### src/rtl/smeu_pkg.sv
package smeu_pkg;

    typedef enum logic [4:0] {
        OP_PUSH  = 5'd0,
        OP_PUSHR = 5'd1,
        OP_POPR  = 5'd2,
        OP_POP   = 5'd3,
        OP_ADD   = 5'd4,
        OP_SUB   = 5'd5,
        OP_MUL   = 5'd6,
        OP_DIV   = 5'd7,
        OP_JMP   = 5'd8,
        OP_JEQ   = 5'd9,
        OP_JNE   = 5'd10,
        OP_JA    = 5'd11,
        OP_JAE   = 5'd12,
        OP_JB    = 5'd13,
        OP_JBE   = 5'd14,
        OP_CALL  = 5'd15,
        OP_RET   = 5'd16,
        OP_IN    = 5'd17,
        OP_OUT   = 5'd18
    } opcode_t;

    typedef enum logic [1:0] {
        FLT_NONE  = 2'd0,
        FLT_STACK = 2'd1,
        FLT_DIV0  = 2'd2,
        FLT_FRAME = 2'd3
    } fault_t;

    typedef enum logic [2:0] {
        ST_IDLE,
        ST_READ,
        ST_EXEC,
        ST_DIV,
        ST_DONE
    } state_t;

    typedef struct packed {
        logic        start;
        logic [31:0] dividend;
        logic [31:0] divisor;
    } div_req_t;

    typedef struct packed {
        logic        done;
        logic [31:0] quotient;
    } div_rsp_t;

endpackage

### src/rtl/smeu_divider.sv
module smeu_divider
    import smeu_pkg::*;
(
    input  logic     clk,
    input  logic     rst_n,
    input  div_req_t req,
    output div_rsp_t rsp
);

    logic [31:0] rem_reg, rem_next;
    logic [31:0] quo_reg, quo_next;
    logic [31:0] dvs_reg, dvs_next;
    logic        neg_reg, neg_next;
    logic [5:0]  cnt_reg, cnt_next;
    logic        busy_reg, busy_next;
    logic        done_reg, done_next;
    logic [32:0] trial;
    logic [31:0] shifted;

    always_comb
    begin
        rem_next  = rem_reg;
        quo_next  = quo_reg;
        dvs_next  = dvs_reg;
        neg_next  = neg_reg;
        cnt_next  = cnt_reg;
        busy_next = busy_reg;
        done_next = 1'b0;
        shifted   = {rem_reg[30:0], quo_reg[31]};
        trial     = {1'b0, shifted} - {1'b0, dvs_reg};
        if (req.start)
        begin
            // work on magnitudes; restore the sign at the end
            rem_next  = '0;
            quo_next  = req.dividend[31] ? (32'd0 - req.dividend) : req.dividend;
            dvs_next  = req.divisor[31] ? (32'd0 - req.divisor) : req.divisor;
            neg_next  = req.dividend[31] ^ req.divisor[31];
            cnt_next  = 6'd32;
            busy_next = 1'b1;
        end
        else if (busy_reg)
        begin
            if (!trial[32])
            begin
                rem_next = trial[31:0];
                quo_next = {quo_reg[30:0], 1'b1};
            end
            else
            begin
                rem_next = shifted;
                quo_next = {quo_reg[30:0], 1'b0};
            end
            cnt_next = cnt_reg - 6'd1;
            if (cnt_reg == 6'd1)
            begin
                busy_next = 1'b0;
                done_next = 1'b1;
            end
        end
    end

    always_ff @(posedge clk or negedge rst_n)
    begin
        if (!rst_n)
        begin
            busy_reg <= 1'b0;
            done_reg <= 1'b0;
            cnt_reg  <= '0;
        end
        else
        begin
            busy_reg <= busy_next;
            done_reg <= done_next;
            cnt_reg  <= cnt_next;
        end
    end

    always_ff @(posedge clk)
    begin
        rem_reg <= rem_next;
        quo_reg <= quo_next;
        dvs_reg <= dvs_next;
        neg_reg <= neg_next;
    end

    assign rsp.done     = done_reg;
    assign rsp.quotient = neg_reg ? (32'd0 - quo_reg) : quo_reg;

endmodule

### config.mk
export PLATFORM = sky130hd
export DESIGN_NAME = smeu_divider
export DESIGN_NICKNAME = d
export VERILOG_FILES = /design/src/rtl/smeu_pkg.sv /design/src/rtl/smeu_divider.sv
export SDC_FILE = /design/constraint.sdc
export NUM_CORES = 1
export LEC_CHECK = 0
export BUFFER_PORTS_ARGS = -buffer_cell sky130_fd_sc_hd__buf_2
export CAP_MARGIN = 40
export CORE_ASPECT_RATIO = 0.8
export CORE_MARGIN = 2
export CORE_UTILIZATION = 35
export DETAILED_ROUTE_END_ITERATION = 16
export GPL_TIMING_DRIVEN = 0
export MAX_ROUTING_LAYER = met4
export PLACE_DENSITY = 0.62
export SYNTH_ARGS = -nofsm -noshare
export SYNTH_HDL_FRONTEND = slang
export SYNTH_SLANG_ARGS = --single-unit
### constraint.sdc
create_clock -name clk -period 4.3 [get_ports clk]
set_input_delay 0.215 -clock clk [delete_from_list [all_inputs] [get_ports clk]]
set_output_delay 0.215 -clock clk [all_outputs]
set_load 0.01 [all_outputs]
==> reports/qor.yml, run 1 <==
grt_pass1_vias: 6391
final_util_pct: 41.4
worst_setup_path_end_kind: "output pin"
root_buffer: "clkbuf_16"
portBuffers: 99
path_class: "reg2out"
grt_max_degree: 36
setup_viol: 0
power_density_mw_per_mm2: 361
rsz0062_at_grt: "no"
hp-class: "in2reg"
dp.cells: 1284
cts_tree: "yes"
ys_top_cells_by_area: "edfxtp_1, xnor2_1, dfxtp_1"
finalHoldViolCount: 0
p_leak_nw: 3.49
clkTransAtPathRegs_ps: 80
clock_skew_ps: 14.7
final_nets: 1101
yosys_warnings: 0
synth_nets: 989
io_pins: 100
synth_top_area_share_pct: 25.1
cts.sinks: 104
ys_ff_latch: 104
start_util_pct: 35.9
grt_pass1_wl_mm: 33.0
synth.cell_area_sq_mm: 0.00779
rr_worst_depth: 13
cp_max_fo: 4
ir_worst_vdd_v: 0.000177
routed_wl_mm: 20.5
via_per_inst: 5.28
synth.distinct_cells: 63
overflow: 0
fin_area_sq_mm: 0.00898
row_count: 48
max-cap-violations: 0
drc: 0
fin_setup_tns_ps: 0
track_usage_pct: 18.3
post_cts_buffers: 0
synth_top_area_cell: "edfxtp_1"
drive_gt1_share_pct: 14.0
hold-path-cell-count: 1
avgRoutedWirePerCell_um: 15.8
synth_area_per_cell_sq_um: 8.81
outcome: "finished, final reports clean"
antenna_found_initial: 0
coreArea_sq_mm: 0.0217
fin_crit_ps: 4160
area.growth.synth_to_final_pct: 15.3
critical_path_required_ps: 4090
syn_inst: 884
worstSkewPairLatency_ps: 360
nFillCells: 2184
layoutNonFillerInstCount: 1301
synth.most_common_cell: "nor2_1"
clockBufferDepth: 2
synth_edf_count: 65
period_share_pct: 96.8
dr_total_vias: 6875
ys_async_sr_fraction_pct: 7.69
slew_headroom_pct: 44.6
numCtsBuffers: 9
drt_pass1_iterations: 5
worstMarginPinSlew_ps: 830
dpl-instance-area_sq_mm: 0.00867
fp.dieW_um: 171
drtIter0Drc: 497
gp_congestion: 0.888
synth_top_cells_by_count: "nor2_1, xnor2_1, a21oi_1"
die_h_um: 137
num_antenna_cells: 0
h-tree-depth: 3
synth_seq_area_share_pct: 35.6
ys.flop_type: "edfxtp_1"
setup_slack_ps: 137
worstPathArrival_ps: 3950
dieArea_sq_mm: 0.0235
finalMaxSlewViolations: 0
dp_hpwl_mm: 15.9
place_ws_ps: -196
drtAntennaViolNets: 0
start_kind: "flop"
max_freq_mhz: 240
## final timing paths
kind | start | endpoint | slack, ps
max in group asynchronous | rst_n | cnt_reg[5]$_DFFE_PN0P_ | 3880
hold / removal | req[0] | dvs_reg[0]$_DFFE_PP_ | 100
min in group asynchronous | rst_n | cnt_reg[4]$_DFFE_PN0P_ | 250
hold reg to reg | rem_reg[3]$_SDFFE_PP0P_ | rem_reg[3]$_SDFFE_PP0P_ | 500
setup reg to reg | quo_reg[31]$_DFFE_PP_ | rem_reg[14]$_SDFFE_PP0P_ | 330
setup / recovery | quo_reg[5]$_DFFE_PP_ | rsp[25] | 140
## layer usage
| layer | track usage (%) | share of wire [%] | vias to the layer above |
|---|---|---|---|
| li1 | - | - | 3441 |
| met1 | 27.4 | 53 | 3250 |
| met2 | 25.9 | 42 | 162 |
| met3 | 1.78 | 4.4 | 22 |
| met4 | 5.56 | 1.4 | 0 |
| met5 | - | 0 | - |
## where the power goes
part / total, mW / switching, mW / internal, mW
clock: 0.775 / 0.377 / 0.397
sequential: 1.36 / 0.143 / 1.22
combinational: 1.10 / 0.633 / 0.470
total: 3.24 / 1.15 / 2.09
## logic make-up after synthesis
| group | after synthesis | share of synthesized area (%) |
|---|---|---|
| multiplexers | 24 | 3.08 |
| AND/OR/NAND/NOR | 270 | 17.5 |
| XOR/XNOR | 116 | 13.0 |
| adder cells (fa/ha/maj) | 38 | 6.20 |
| flip-flops | 104 | 35.6 |
| buffers and inverters | 99 | 4.90 |
| AO/OA/AOI/OAI | 233 | 19.7 |
## layout make-up
type,instances,area (sq um),share of cell area [%]
buffer,41,166,1.85
clock buffer,12,236,2.63
clock inverter,4,33.8,0.376
inverter,58,218,2.42
multi-input combinational,681,4660,51.9
sequential,104,2770,30.9
tap,300,375,4.18
timing repair buffer,101,520,5.80
## metrics by stage
step                      hold WS [ps]  total power [mW]
final                              101              3.24
after global placement            68.4              2.45
after floorplan                  -80.6              2.11
after CTS                         91.6              3.24
after detailed placement          65.7              2.47
after global routing               113              3.44
## layout by cell type, fill, tap and decap left out, types with 30 or more instances in the layout
master    synthesis  routed
buf_2             2     101
nor2_1           92      92
xnor2_1          81      81
a21oi_1          67      66
edfxtp_1         65      65
nand2_1          63      63
inv_1            56      56
o21ai_0          48      48
ha_1             37      37
xor2_1           35      35
clkbuf_1         33      34
dfxtp_1          31      31
o31ai_1          32      30
## worst max-delay path, cell delays in order, from the launching register on
cell and delay, ps:
edfxtp_1 470, or4_1 570, or4_4 450, or3_1 340, or4_4 460, or3_4 360, or4_4 460, o31ai_4 190
xnor2_1 140, buf_2 150
## repair_timing
| action | CTS | global route |
|---|---|---|
| endpoints found under the hold margin | 8 | 0 |
| resized for setup | 2 | 6 |
| hold buffers | 1 | 0 |
| endpoints found under the setup margin | 30 | 26 |
Note: power is estimated with default switching activity, not from simulation.
==> run 2: changes to the inputs <==
==> constraint.sdc (replaced) <==
create_clock -name clk -period 4.3 [get_ports clk]
set_input_delay 1.075 -clock clk [delete_from_list [all_inputs] [get_ports clk]]
set_output_delay 1.075 -clock clk [all_outputs]
set_load 0.01 [all_outputs]
==> reports/qor.yml, run 2 (synthesis gave the netlist of run 1 again) <==
critical_path_required_ps: 3220  # was 4090 ps
start_kind: "flop"  # unchanged
slew_headroom_pct: 45.6  # was 44.6%
finalMaxSlewViolations: 0  # unchanged
p_leak_nw: 3.68  # was 3.49 nW
track_usage_pct: 18.6  # was 18.3%
outcome: "finished, violations left"  # was finished, final reports clean
crit_path_cell_trace: "or4_4 > or4_4 > or3_4 > or4_4 > or3_4 > or4_4 > o31ai_4 > xnor2_2 > buf_2"  # was or4_1 > or4_4 > or3_1 > or4_4 > or3_4 > or4_4 > o31ai_4 > xnor2_1 > buf_2
seqCellArea_sq_mm: 0.00277  # unchanged
area.growth.synth_to_final_pct: 20.0  # was 15.3%
grt_pass1_vias: 6496  # was 6391
max_freq_mhz: 201  # was 240 MHz
fp.dieW_um: 171  # unchanged
switchingPower_mw: 1.18  # was 1.15 mW
layoutNonFillerInstCount: 1327  # was 1301
grt_pass1_wl_mm: 33.6  # was 33.0 mm
cp_max_fo: 4  # unchanged
h-tree-depth: 3  # unchanged
drive_gt1_share_pct: 18.1  # was 14.0%
p_seq_share_pct: 40.5  # was 42.0%
gp_congestion: 0.883  # was 0.888
cp_top_family: "simple AND/OR/NAND/NOR gates"  # unchanged
cts_tree: "yes"  # unchanged
avgRoutedWirePerCell_um: 15.8  # about the same
path_class: "reg2out"  # unchanged
nFillCells: 2172  # was 2184
place_ws_ps: -333  # was -196 ps
drtIter0Drc: 467  # was 497
clkTransAtPathRegs_ps: 80  # about the same
grt_max_degree: 36  # unchanged
overflow: 0  # unchanged
num_antenna_cells: 0  # unchanged
antenna_found_initial: 0  # unchanged
fin_crit_ps: 4970  # was 4160 ps
max-cap-violations: 0  # unchanged
path_buf_inv: 1  # unchanged
dp.cells: 1284  # unchanged
portBuffers: 99  # unchanged
coreArea_sq_mm: 0.0217  # unchanged
drtAntennaViolNets: 0  # unchanged
cts.sinks: 104  # unchanged
slowest_delay_ps: 550  # was 570 ps
numCtsBuffers: 9  # unchanged
via_per_inst: 5.22  # was 5.28
rsz0062_at_grt: "yes"  # was no
dpl-instance-area_sq_mm: 0.00868  # was 0.00867 sq mm
dr_total_vias: 6929  # was 6875
p_total_mw: 3.36  # was 3.24 mW
fin_setup_tns_ps: -4940  # was 0 ps
root_buffer: "clkbuf_16"  # unchanged
crit_slowest_cell: "or4_4"  # was or4_1
violations: "setup timing"
multi_input_area_sq_mm: 0.00475  # was 0.00466 sq mm
setup_slack_ps: -669  # was 137 ps
worstSkewPairLatency_ps: 360  # about the same
routed_wl_mm: 21.0  # was 20.5 mm
drc: 0  # unchanged
power_density_mw_per_mm2: 359  # was 361 mW/mm^2
final_cell_mix: "buf_2, nor2_1, xnor2_1, a21oi_1, edfxtp_1"  # unchanged
swShare_pct: 35.3  # was 35.6%
p_clk_share_pct: 25.4  # was 23.9%
io_pins: 100  # unchanged
final_common_cell: "buf_2"  # unchanged
worstMarginPinSlew_ps: 815  # was 830 ps
row_count: 48  # unchanged
period_share_pct: 116  # was 96.8%
worstPathArrival_ps: 3890  # was 3950 ps
fin_area_sq_mm: 0.00934  # was 0.00898 sq mm
setup_viol: 12  # was 0
drt_pass1_iterations: 5  # unchanged
p_comb_share_pct: 34.1  # about the same
dp_hpwl_mm: 15.9  # about the same
hold_buffers: 0  # was 1
clock_skew_ps: 6.72  # was 14.7 ps
finalHoldViolCount: 0  # unchanged
worst_setup_path_end_kind: "output pin"  # unchanged
start_util_pct: 35.9  # unchanged
intPower_mw: 2.17  # was 2.09 mW
clockBufferDepth: 2  # unchanged
ir_worst_vdd_v: 0.000185  # was 0.000177 V
dieArea_sq_mm: 0.0235  # unchanged
hp-class: "reg2reg"  # was in2reg
cpMostUsedCell: "or4_4"  # unchanged
die_h_um: 137  # unchanged
final_nets: 1127  # was 1101
r2r_slack_ps: 230  # was 330 ps
==> run 2: cell types whose count changed in the layout (fill, tap and decap cells not counted), moves of 3 or more <==
cell	before	now
or4_1	10	6
buf_4	2	16
or3_1	11	8
or4_4	8	12
or3_4	2	5
nand2_1	63	60
nand2_2	0	3
inv_6	0	4
clkinv_4	3	0
o21ai_0	48	45
buf_6	0	13
==> run 2: layer usage <==
| metal | up-vias | track usage [%] | part of all wire (%) |
|---|---|---|---|
| li1 | 3507 | - | - |
| met1 | 3228 | 27.4 | 51 |
| met2 | 174 | 27.1 | 43 |
| met3 | 20 | 1.84 | 5.0 |
| met4 | 0 | 5.13 | 1.3 |
| met5 | - | - | 0 |
==> run 2: power groups by stage <==
stage          combinational (mW)  sequential, mW  clock (mW)
6_report                     1.14            1.36       0.852
5_1_grt                      1.27            1.38       0.905
4_1_cts                      1.12            1.36       0.871
3_5_place_dp                 1.09            1.38           0
3_3_place_gp                 1.08            1.38           0
2_1_floorplan               0.785            1.33           0
==> run 2: worst reg2reg max path: cells and delay by family, from the launching register on <==
kind                     cells  cell delay, ps
buffers and inverters        2             410
adder cells (fa/ha/maj)      2             640
flip-flops                   1             440
AND/OR/NAND/NOR              1             190
AO/OA/AOI/OAI                8            2290
==> run 2: repair_timing <==
item                                    CTS  global route
buffers inserted                         20            12
pin swaps                                 9             9
gates resized for setup                  21            19
endpoints found under the setup margin   40            18
endpoints found under the hold margin     0             0
==> run 2: path summary, 6_finish.rpt <==
path	startpoint	end	depth (start not counted)
max in group asynchronous	rst_n	cnt_reg[2]$_DFFE_PN0P_	1
worst min register to register	rem_reg[21]$_SDFFE_PP0P_	rem_reg[21]$_SDFFE_PP0P_	2
worst max register to register	quo_reg[31]$_DFFE_PP_	rem_reg[23]$_SDFFE_PP0P_	13
worst max-delay path	quo_reg[5]$_DFFE_PP_	rsp[25]	9
worst min-delay path	rem_reg[21]$_SDFFE_PP0P_	rem_reg[21]$_SDFFE_PP0P_	2
min in group asynchronous	rst_n	cnt_reg[4]$_DFFE_PN0P_	1
==> run 2: layout make-up <==
type	instances	area share [%]
repair buffers	127	8.15
multi-input cells	681	50.8
flip-flops and latches	104	29.7
well taps	300	4.02
plain buffers	41	1.77
inverters	58	2.33
clock inverters	7	0.803
clock buffers	9	2.41
==> run 2: per-stage QoR <==
stage / util [%] / hold WS [ps]
CTS: 42.5 / 510
floorplan: - / 476
global placement: 40.0 / 496
global route: 43.1 / 536
finish: 43.1 / 505
detailed placement: 40.0 / 500
==> run 3: changes to the inputs <==
--- a/config.mk
+++ b/config.mk
@@ -11,7 +11,6 @@
 export CORE_MARGIN = 2
 export CORE_UTILIZATION = 35
 export DETAILED_ROUTE_END_ITERATION = 16
-export GPL_TIMING_DRIVEN = 0
 export MAX_ROUTING_LAYER = met4
 export PLACE_DENSITY = 0.62
 export SYNTH_ARGS = -nofsm -noshare
==> reports/qor.yml, run 3 (synthesis gave the netlist of run 1 again) <==
cts.sinks: 104  # unchanged
dieArea_sq_mm: 0.0235  # unchanged
gp_congestion: 0.913  # was 0.883
period_share_pct: 113  # was 116%
h-tree-depth: 3  # unchanged
clkTransAtPathRegs_ps: 70  # was 80 ps
via_per_inst: 5.23  # was 5.22
io_pins: 100  # unchanged
violations: "setup timing"  # unchanged
grt_max_degree: 134  # was 36
clockBufferDepth: 2  # unchanged
start_kind: "flop"  # unchanged
drtAntennaViolNets: 0  # unchanged
slew_headroom_pct: 55.3  # was 45.6%
drc: 0  # unchanged
antenna_found_initial: 0  # unchanged
finalMaxSlewViolations: 0  # unchanged
ir_worst_vdd_v: 0.000215  # was 0.000185 V
outcome: "finished, violations left"  # unchanged
area.growth.synth_to_final_pct: 18.2  # was 20.0%
overflow: 0  # unchanged
row_count: 48  # unchanged
worstPathArrival_ps: 3790  # was 3890 ps
worstSkewPairLatency_ps: 360  # about the same
portBuffers: 99  # unchanged
final_common_cell: "buf_2"  # unchanged
worst_setup_path_end_kind: "output pin"  # unchanged
final_util_pct: 42.5  # was 43.1%
fp.dieW_um: 171  # unchanged
fin_area_sq_mm: 0.00921  # was 0.00934 sq mm
die_h_um: 137  # unchanged
fin_setup_tns_ps: -3170  # was -4940 ps
final_cell_mix: "buf_2, nor2_1, xnor2_1, a21oi_1, edfxtp_1"  # unchanged
min_from: "rem_reg[22]$_SDFFE_PP0P_"  # was rem_reg[21]$_SDFFE_PP0P_
max-cap-violations: 0  # unchanged
routed_wl_mm: 19.1  # was 21.0 mm
num_antenna_cells: 0  # unchanged
drtIter0Drc: 434  # was 467
numCtsBuffers: 9  # unchanged
setup_slack_ps: -568  # was -669 ps
hold_buffers: 0  # unchanged
grt_pass1_wl_mm: 30.9  # was 33.6 mm
crit_path_start: "quo_reg[5]$_DFFE_PP_"  # unchanged
dpl-instance-area_sq_mm: 0.00876  # was 0.00868 sq mm
finalHoldViolCount: 0  # unchanged
drive_gt1_share_pct: 18.9  # was 18.1%
critical_path_required_ps: 3220  # about the same
dp_hpwl_mm: 14.4  # was 15.9 mm
cp_max_fo: 3  # was 4
rsz0062_at_grt: "yes"  # unchanged
root_buffer: "clkbuf_16"  # unchanged
track_usage_pct: 17.0  # was 18.6%
max_freq_mhz: 205  # was 201 MHz
final_nets: 1092  # was 1127
coreArea_sq_mm: 0.0217  # unchanged
avgRoutedWirePerCell_um: 14.8  # was 15.8 um
path_class: "reg2out"  # unchanged
hp-class: "reg2reg"  # unchanged
dr_total_vias: 6761  # was 6929
drt_pass1_iterations: 6  # was 5
worstMarginPinSlew_ps: 665  # was 815 ps
setup_viol: 10  # was 12
start_util_pct: 35.9  # unchanged
cts_tree: "yes"  # unchanged
p_leak_nw: 3.63  # was 3.68 nW
fin_crit_ps: 4870  # was 4970 ps
rr_startpoint: "quo_reg[31]$_DFFE_PP_"  # unchanged
power_density_mw_per_mm2: 362  # was 359 mW/mm^2
clock_skew_ps: 10.9  # was 6.72 ps
grt_pass1_vias: 6152  # was 6496
## run 3: metal layers
layer / routed length, um / share of wire (%) / GRT usage (%) / up-vias
met4: 281 / 1.5 / 5.65 / 0
li1: - / - / - / 3422
met2: 8120 / 43 / 23.8 / 124
met1: 10000 / 52 / 25.3 / 3195
met5: 0 / 0 / - / -
met3: 654 / 3.4 / 1.67 / 20
## run 3: per-stage QoR
stage / power (mW) / setup WS (ps) / std cells / hold WS [ps]
detailed placement: 2.48 / -214 / 1270 / 499
floorplan: 2.12 / -47.9 / 884 / 476
CTS: 3.35 / -589 / 1288 / 512
global placement: 2.46 / -154 / 1269 / 494
global route: 3.56 / -664 / 1292 / 530
finish: 3.34 / -568 / 1292 / 509
## run 3: cell type report
class	instances	area [sq um]
inverters	58	218
multi-input cells	681	4750
repair buffers	133	786
clock inverters	7	80.1
well taps	300	375
flip-flops and latches	104	2770
clock buffers	9	225
fillers	2137	12500
## run 3: repair_timing
action / CTS / global route
endpoints found under the setup margin: 12 / 13
buffers inserted: 2 / 4
gates resized for setup: 11 / 11
pin swaps: 3 / 2
## run 3: path summary, 6_finish.rpt
path	end	slack [ps]	depth (start not counted)
max reg2reg	rem_reg[1]$_SDFFE_PP0P_	640	14
max in group asynchronous	busy_reg$_DFF_PN0_	3570	1
min reg2reg	rem_reg[22]$_SDFFE_PP0P_	510	2
max	rsp[25]	-570	9
min	rem_reg[22]$_SDFFE_PP0P_	510	2
min in group asynchronous	cnt_reg[5]$_DFFE_PN0P_	550	1
## run 3: critical path, stage by stage, from the launching register on
cell and delay [ps]:
edfxtp_1 390, or4_4 550, or4_4 430, or3_4 340, or4_4 430, or3_4 360
or4_4 450, o31ai_4 210, xnor2_2 130, buf_2 140
## run 3: power by group
group,internal (mW),switching (mW)
registers,1.22,0.131
clock network,0.458,0.394
logic,0.500,0.636
